[src/rtl/core/min_pq_pkg.sv]
`timescale 1ns / 1ps

package min_pq_pkg;

  localparam int unsigned DEPTH_DEFAULT = 16;

  localparam int unsigned PRIO_W     = 8;
  localparam int unsigned PAYLOAD_W  = 32;
  localparam int unsigned FILL_W     = 5;
  localparam int unsigned S_TDATA_W  = 40;
  localparam int unsigned M_TDATA_W  = 48;

  typedef enum logic [1:0] {
    ST_INSERTED = 2'd0,
    ST_REMOVED  = 2'd1,
    ST_FULL     = 2'd2,
    ST_EMPTY    = 2'd3
  } status_e;

  typedef enum logic {
    ACT_INSERT = 1'b0,
    ACT_REMOVE = 1'b1
  } action_e;

  typedef struct packed {
    logic [PRIO_W-1:0]           prio;
    logic signed [PAYLOAD_W-1:0] payload;
  } entry_t;

  typedef struct packed {
    logic capture;
    logic scan;
    logic shift_init;
    logic shift;
    logic finish;
    logic load_out;
  } dp_cmd_t;

  typedef struct packed {
    logic empty;
    logic scan_done;
    logic shift_done;
  } dp_sts_t;

endpackage

[src/rtl/core/min_priority_queue.sv]
`timescale 1ns / 1ps
// Insert, and any request that finds the queue full or empty: the result is registered into
// the result word once the output is free, and the next request can be taken after that load.
// Remove: the result word is loaded once the output is free, after a scan of the entry
// memory (one read a cycle) followed by a compaction pass that moves each later entry down one,
// and the next request can be taken after that load.
// Reset is asynchronous and active low; it empties the queue and drops any pending result.

module min_priority_queue #(
  parameter int unsigned DEPTH = min_pq_pkg::DEPTH_DEFAULT
) (
  input  logic                                clk_i,
  input  logic                                rst_ni,
  input  logic                                s_axis_tvalid,
  output logic                                s_axis_tready,
  // priority_req [7:0], payload [39:8]
  input  logic [min_pq_pkg::S_TDATA_W-1:0]    s_axis_tdata,
  // action [0]
  input  logic                                s_axis_tuser,
  output logic                                m_axis_tvalid,
  input  logic                                m_axis_tready,
  // out_priority [7:0], out_payload [39:8], fill_level [44:40], zero [47:45]
  output logic [min_pq_pkg::M_TDATA_W-1:0]    m_axis_tdata,
  // status [1:0]
  output logic [1:0]                          m_axis_tuser
);

  min_pq_pkg::dp_cmd_t                     cmd;
  min_pq_pkg::dp_sts_t                     sts;
  min_pq_pkg::status_e                     out_status;
  logic [min_pq_pkg::PRIO_W-1:0]           out_priority;
  logic signed [min_pq_pkg::PAYLOAD_W-1:0] out_payload;
  logic [min_pq_pkg::FILL_W-1:0]           out_fill;

  min_pq_ctrl u_ctrl (
    .clk_i       (clk_i),
    .rst_ni      (rst_ni),
    .in_valid_i  (s_axis_tvalid),
    .in_action_i (s_axis_tuser),
    .out_ready_i (m_axis_tready),
    .sts_i       (sts),
    .cmd_o       (cmd),
    .in_ready_o  (s_axis_tready),
    .out_valid_o (m_axis_tvalid)
  );

  min_pq_dp #(
    .DEPTH (DEPTH)
  ) u_dp (
    .clk_i          (clk_i),
    .rst_ni         (rst_ni),
    .cmd_i          (cmd),
    .in_action_i    (s_axis_tuser),
    .in_priority_i  (s_axis_tdata[7:0]),
    .in_payload_i   (s_axis_tdata[39:8]),
    .sts_o          (sts),
    .out_status_o   (out_status),
    .out_priority_o (out_priority),
    .out_payload_o  (out_payload),
    .out_fill_o     (out_fill)
  );

  assign m_axis_tdata = {3'b000, out_fill, out_payload, out_priority};
  assign m_axis_tuser = out_status;

endmodule

[src/rtl/core/min_pq_ctrl.sv]
`timescale 1ns / 1ps

module min_pq_ctrl (
  input  logic                clk_i,
  input  logic                rst_ni,
  input  logic                in_valid_i,
  input  logic                in_action_i,
  input  logic                out_ready_i,
  input  min_pq_pkg::dp_sts_t sts_i,
  output min_pq_pkg::dp_cmd_t cmd_o,
  output logic                in_ready_o,
  output logic                out_valid_o
);

  typedef enum logic [3:0] {
    S_IDLE  = 4'b0001,
    S_SCAN  = 4'b0010,
    S_SHIFT = 4'b0100,
    S_RESP  = 4'b1000
  } state_e;

  state_e state_q, state_d;
  logic   out_valid_q, out_valid_d;

  always_comb begin
    state_d     = state_q;
    out_valid_d = out_valid_q;
    cmd_o       = '0;
    in_ready_o  = 1'b0;
    if (out_valid_q && out_ready_i) begin
      out_valid_d = 1'b0;
    end
    unique case (state_q)
      S_IDLE: begin
        in_ready_o = 1'b1;
        if (in_valid_i) begin
          cmd_o.capture = 1'b1;
          if ((in_action_i == min_pq_pkg::ACT_REMOVE) && !sts_i.empty) begin
            state_d = S_SCAN;
          end else begin
            state_d = S_RESP;
          end
        end
      end
      S_SCAN: begin
        if (sts_i.scan_done) begin
          cmd_o.shift_init = 1'b1;
          state_d          = S_SHIFT;
        end else begin
          cmd_o.scan = 1'b1;
        end
      end
      S_SHIFT: begin
        if (sts_i.shift_done) begin
          cmd_o.finish = 1'b1;
          state_d      = S_RESP;
        end else begin
          cmd_o.shift = 1'b1;
        end
      end
      S_RESP: begin
        if (!out_valid_q || out_ready_i) begin
          cmd_o.load_out = 1'b1;
          out_valid_d    = 1'b1;
          state_d        = S_IDLE;
        end
      end
      default: begin
        state_d = S_IDLE;
      end
    endcase
  end

  always_ff @(posedge clk_i or negedge rst_ni) begin
    if (!rst_ni) begin
      state_q     <= S_IDLE;
      out_valid_q <= 1'b0;
    end else begin
      state_q     <= state_d;
      out_valid_q <= out_valid_d;
    end
  end

  assign out_valid_o = out_valid_q;

endmodule

[src/rtl/core/min_pq_dp.sv]
`timescale 1ns / 1ps

module min_pq_dp #(
  parameter int unsigned DEPTH = min_pq_pkg::DEPTH_DEFAULT
) (
  input  logic                                        clk_i,
  input  logic                                        rst_ni,
  input  min_pq_pkg::dp_cmd_t                         cmd_i,
  input  logic                                        in_action_i,
  input  logic        [min_pq_pkg::PRIO_W-1:0]        in_priority_i,
  input  logic signed [min_pq_pkg::PAYLOAD_W-1:0]     in_payload_i,
  output min_pq_pkg::dp_sts_t                         sts_o,
  output min_pq_pkg::status_e                         out_status_o,
  output logic        [min_pq_pkg::PRIO_W-1:0]        out_priority_o,
  output logic signed [min_pq_pkg::PAYLOAD_W-1:0]     out_payload_o,
  output logic        [min_pq_pkg::FILL_W-1:0]        out_fill_o
);

  localparam int unsigned AW = $clog2(DEPTH);
  localparam int unsigned CW = $clog2(DEPTH + 1);

  min_pq_pkg::entry_t mem_q [DEPTH];
  min_pq_pkg::entry_t rdata_q;
  min_pq_pkg::entry_t best_q;
  min_pq_pkg::entry_t wdata;
  logic [AW-1:0]      waddr;
  logic               we;
  logic               issue;
  logic               full;

  logic [CW-1:0] count_q, count_d;
  logic [CW-1:0] rd_ptr_q, rd_ptr_d;
  logic          dv_q, dv_d;
  logic [AW-1:0] data_idx_q;
  logic [AW-1:0] best_idx_q;

  min_pq_pkg::status_e                     res_status_q;
  logic [min_pq_pkg::PRIO_W-1:0]           res_prio_q;
  logic signed [min_pq_pkg::PAYLOAD_W-1:0] res_payload_q;

  assign full  = (count_q == CW'(DEPTH));
  assign issue = (cmd_i.scan || cmd_i.shift) && (rd_ptr_q < count_q);

  always_comb begin
    we    = 1'b0;
    waddr = count_q[AW-1:0];
    wdata = '{prio: in_priority_i, payload: in_payload_i};
    if (cmd_i.capture && (in_action_i == min_pq_pkg::ACT_INSERT) && !full) begin
      we = 1'b1;
    end else if (cmd_i.shift && dv_q) begin
      we    = 1'b1;
      waddr = data_idx_q - AW'(1);
      wdata = rdata_q;
    end
  end

  always_comb begin
    count_d  = count_q;
    rd_ptr_d = rd_ptr_q;
    dv_d     = 1'b0;
    if (cmd_i.capture) begin
      rd_ptr_d = '0;
      if ((in_action_i == min_pq_pkg::ACT_INSERT) && !full) begin
        count_d = count_q + CW'(1);
      end
    end else if (cmd_i.shift_init) begin
      rd_ptr_d = CW'(best_idx_q) + CW'(1);
    end else if (issue) begin
      rd_ptr_d = rd_ptr_q + CW'(1);
      dv_d     = 1'b1;
    end
    if (cmd_i.finish) begin
      count_d = count_q - CW'(1);
    end
  end

  always_ff @(posedge clk_i or negedge rst_ni) begin
    if (!rst_ni) begin
      count_q  <= '0;
      rd_ptr_q <= '0;
      dv_q     <= 1'b0;
    end else begin
      count_q  <= count_d;
      rd_ptr_q <= rd_ptr_d;
      dv_q     <= dv_d;
    end
  end

  always_ff @(posedge clk_i) begin
    if (we) begin
      mem_q[waddr] <= wdata;
    end
    if (issue) begin
      rdata_q    <= mem_q[rd_ptr_q[AW-1:0]];
      data_idx_q <= rd_ptr_q[AW-1:0];
    end
  end

  // The earliest entry with the smallest priority is kept, so ties favor the oldest.
  always_ff @(posedge clk_i) begin
    if (cmd_i.scan && dv_q) begin
      if ((data_idx_q == '0) || (rdata_q.prio < best_q.prio)) begin
        best_q     <= rdata_q;
        best_idx_q <= data_idx_q;
      end
    end
  end

  always_ff @(posedge clk_i) begin
    if (cmd_i.capture) begin
      res_prio_q    <= '0;
      res_payload_q <= '0;
      if (in_action_i == min_pq_pkg::ACT_INSERT) begin
        res_status_q <= full ? min_pq_pkg::ST_FULL : min_pq_pkg::ST_INSERTED;
      end else begin
        res_status_q <= min_pq_pkg::ST_EMPTY;
      end
    end else if (cmd_i.finish) begin
      res_status_q  <= min_pq_pkg::ST_REMOVED;
      res_prio_q    <= best_q.prio;
      res_payload_q <= best_q.payload;
    end
  end

  always_ff @(posedge clk_i) begin
    if (cmd_i.load_out) begin
      out_status_o   <= res_status_q;
      out_priority_o <= res_prio_q;
      out_payload_o  <= res_payload_q;
      out_fill_o     <= min_pq_pkg::FILL_W'(count_q);
    end
  end

  assign sts_o.empty      = (count_q == '0);
  assign sts_o.scan_done  = !dv_q && (rd_ptr_q == count_q);
  assign sts_o.shift_done = !dv_q && (rd_ptr_q == count_q);

endmodule

[config.mk]
export PLATFORM = sky130hd
export DESIGN_NAME = min_priority_queue
export DESIGN_NICKNAME = d
export VERILOG_FILES = /design/src/rtl/core/min_pq_pkg.sv /design/src/rtl/core/min_priority_queue.sv /design/src/rtl/core/min_pq_ctrl.sv /design/src/rtl/core/min_pq_dp.sv
export SDC_FILE = /design/constraint.sdc
export NUM_CORES = 1
export LEC_CHECK = 0
export BUFFER_PORTS_ARGS = -buffer_cell sky130_fd_sc_hd__buf_2
export CAP_MARGIN = 20
export CORE_ASPECT_RATIO = 0.8
export CORE_UTILIZATION = 64
export CTS_BUF_LIST = sky130_fd_sc_hd__clkbuf_4 sky130_fd_sc_hd__clkbuf_8
export DETAILED_ROUTE_END_ITERATION = 10
export PLACE_DENSITY = 0.82
export SLEW_MARGIN = 15
export SYNTH_ARGS = -nofsm -noshare
export SYNTH_HDL_FRONTEND = slang
export SYNTH_SLANG_ARGS = --single-unit
[constraint.sdc]
create_clock -name clk_i -period 7.2 [get_ports clk_i]
set_clock_uncertainty 0.1 [all_clocks]
set_input_delay 0 -clock clk_i [delete_from_list [all_inputs] [get_ports clk_i]]
set_output_delay 0 -clock clk_i [all_outputs]
set_load 0.02 [all_outputs]
==> results.cfg <==
[status]
status = complete, no violations

[clock_tree]
clk_path_buf_depth = 3
ctsRootBufferMaster = clkbuf_8
clk_pin_slew_ns = 0.06
clock_sinks = 833
cts_buffers = 118
cts_setup_buffers = 0
cts.repair.resized = 0
cts_max_level = 3
holdBufCountCts = 46
insertion_delay_ns = 0.70
cts_tree = yes

[placement]
pre_cts_slack_ns = 2.855
io_buffers = 93
dp_cells = 2215
dp_hpwl_um = 37650
gp_congestion = 0.8116
place_area_sq_mm = 0.03287

[timing]
slew_headroom_pct = 21.63
max_clock_freq_ghz = 0.2299
tightest_slew_ns = 1.176
fin_crit_ns = 4.349
grt_setup_unrepaired = no
finalSetupViolations = 0
hold_violations = 0
tns_ns = 0
worst_slack_ns = 2.851
finalMaxSlewViolations = 0
timing.final.crit_share_pct = 60.40

[floorplanning]
fp-row-count = 72
core_area_sq_mm = 0.04847
die_h_um = 200.6
die_area_sq_mm = 0.05019
initial_core_util_pct = 65.09
die_x_um = 250.2
ios = 97

[synthesis]
ys_ff_latch = 833
synth_edf_count = 777
async_flop_share_pct = 1.921
yosys_warnings = 0
synth_cells = 1537
yosysUniqueCellTypes = 55
dominantRegCellSynth = edfxtp_1
ys_seq_area_share_pct = 77.77
syn_area_per_cell_sq_um = 20.53
syn_area_sq_mm = 0.03155

[job]
max_cap_violations = 0

[finish]
nets = 1815
layout_common_cells = edfxtp_1 (777), nand2_1 (220), mux4_2 (200)
instances_no_fill = 2484
layout-drive-gt1-share_pct = 30.57
areaGrowthSynthToFinish_pct = 14.00
antenna_cells = 0
final_common_cell = edfxtp_1
final_area_sq_mm = 0.03596

[worst_setup_path]
critPathSlowestCell = nor2_4
startpoint_type = flop
cp_max_fo = 27
max_stage_delay_ns = 0.76
worstPathArrival_ns = 4.57
r2r_cells = 6
crit_type = flop to flop
ff2ff_setup_slack_ns = 2.85
r2r-start = u_ctrl.state_q[1]
path_cells = nor4b_4, and2_2, o21ai_1, o32a_1, nor2_4, buf_4
endpoint_kind = flop
cp.depth = 6
r2r-end = u_dp.mem_q[11][4]
cp.buffers_inverters = 1
crit_required_ns = 7.42
path_delay_family = simple AND/OR/NAND/NOR gates

[worst_hold_path]
hp-start = m_axis_tready
hold_path_end = u_ctrl.out_valid_o
hold_path_depth = 4
hp-class = input pin to flop

[route]
wire_per_inst_um = 28.34
drt-total-wl_um = 70390
viasPerCell = 6.481
dr.pass1.iters = 5
ant_nets = 0
route.detailed.drc = 0
drt_iter0_markers = 2095
dr_total_vias = 16100

[pwr]
irDropWorstVdd_mv = 0.2769
power_leakage_uw = 0.01166
powerDensity_mw_per_mm2 = 313.3

[grt]
gr-total-overflow = 0
globalRouteTotalUtil_pct = 28.86
grt_pass1_wl_um = 103500
grt_max_degree = 74
antenna_found_initial = 1
grt_pass1_vias = 16550
-- registers in the layout, summed over array words and instances, names as in the netlist, 4 cells and up --
name,flops
u_dp.rdata_q,40
u_dp.res_payload_q,32
u_dp.data_idx_q,4
u_ctrl.state_q,4
u_dp.res_prio_q,8
u_dp.mem_q,640
u_dp.rd_ptr_q,5
u_dp.out_priority_o,8
u_dp.out_payload_o,32
u_dp.out_fill_o,5
u_dp.best_q,40
u_dp.count_q,5
u_dp.best_idx_q,4
-- metrics by stage --
step	power, uW	utilization, %	hold slack, ns
floorplan	6943	-	-0.3956
global placement	7299	67.81	-0.1612
detailed placement	7368	67.81	-0.1554
CTS	11320	74.20	0.09938
global route	11630	74.20	0.1577
finish	11270	74.20	0.1600
-- cell type report --
type	instances	area [sq um]
Timing Repair Buffer	168	1144
Inverter	18	67.56
Tap cell	629	787.0
Sequential cell	833	24550
Clock buffer	182	2273
Fill cell	2598	12500
Multi-Input combinational cell	613	6780
Clock inverter	41	362.8
-- Yosys cell counts (all sizes together) (4+ instances only) --
library cell,number,area share (%)
edfxtp,777,74
nor2,30,0.36
inv,17,0.20
a21oi,53,0.84
buf,38,0.59
xnor2,4,0.11
dfrtp,15,1.2
nor3,4,0.099
nand2b,4,0.079
clkbuf,37,0.44
a21o,4,0.095
o21ai,10,0.16
dfxtp,40,2.5
nand3,9,0.14
mux4,200,14
ha,17,0.67
o211ai,4,0.095
nand2,222,2.6
-- worst max path at each step --
stage                 startpoint                  to  slack [ns]
2_1_floorplan   u_dp.rd_ptr_q[0]  u_dp.data_idx_q[0]        0.54
3_3_place_gp   u_ctrl.state_q[0]    u_dp.mem_q[6][1]        2.97
3_5_place_dp   u_ctrl.state_q[0]   u_dp.mem_q[6][39]        2.86
4_1_cts        u_ctrl.state_q[0]   u_dp.mem_q[6][19]        2.84
5_1_grt        u_ctrl.state_q[2]   u_dp.mem_q[11][4]        2.70
6_report       u_ctrl.state_q[1]   u_dp.mem_q[11][4]        2.85
-- worst reg2reg max path, stage by stage, from the launching register on --
cell and delay [ns]:
dfrtp_1 0.50, nor4b_4 0.55, and2_2 0.64, o21ai_1 0.25, o32a_1 0.51, nor2_4 0.76, buf_4 0.68
-- power by group --
group          internal, uW  total [uW]  switching (uW)
combinational           766        1580             811
sequential             5540        5710             175
clock                  2230        3980            1750
-- cells by family (layout without fill, tap and decap cells) --
| family | Yosys count | after routing | synth area share (%) |
|---|---|---|---|
| compound gates | 91 | 91 | 1.701 |
| xor+xnor | 7 | 7 | 0.1943 |
| fa+ha+maj | 18 | 18 | 0.7377 |
| buf+inv | 93 | 409 | 1.249 |
| flops | 833 | 833 | 77.77 |
| mux | 203 | 203 | 14.39 |
| other cells | 1 | 3 | 0.01189 |
| simple gates | 291 | 291 | 3.946 |
-- metal layers --
metal	global-route usage [%]	up-vias	share of wire, %
li1	-	6646	-
met4	9.312	0	2.7
met3	6.574	162	11
met1	41.64	8154	38
met2	44.83	1137	48
met5	0	-	0
Note: power is estimated with default switching activity, not from simulation.
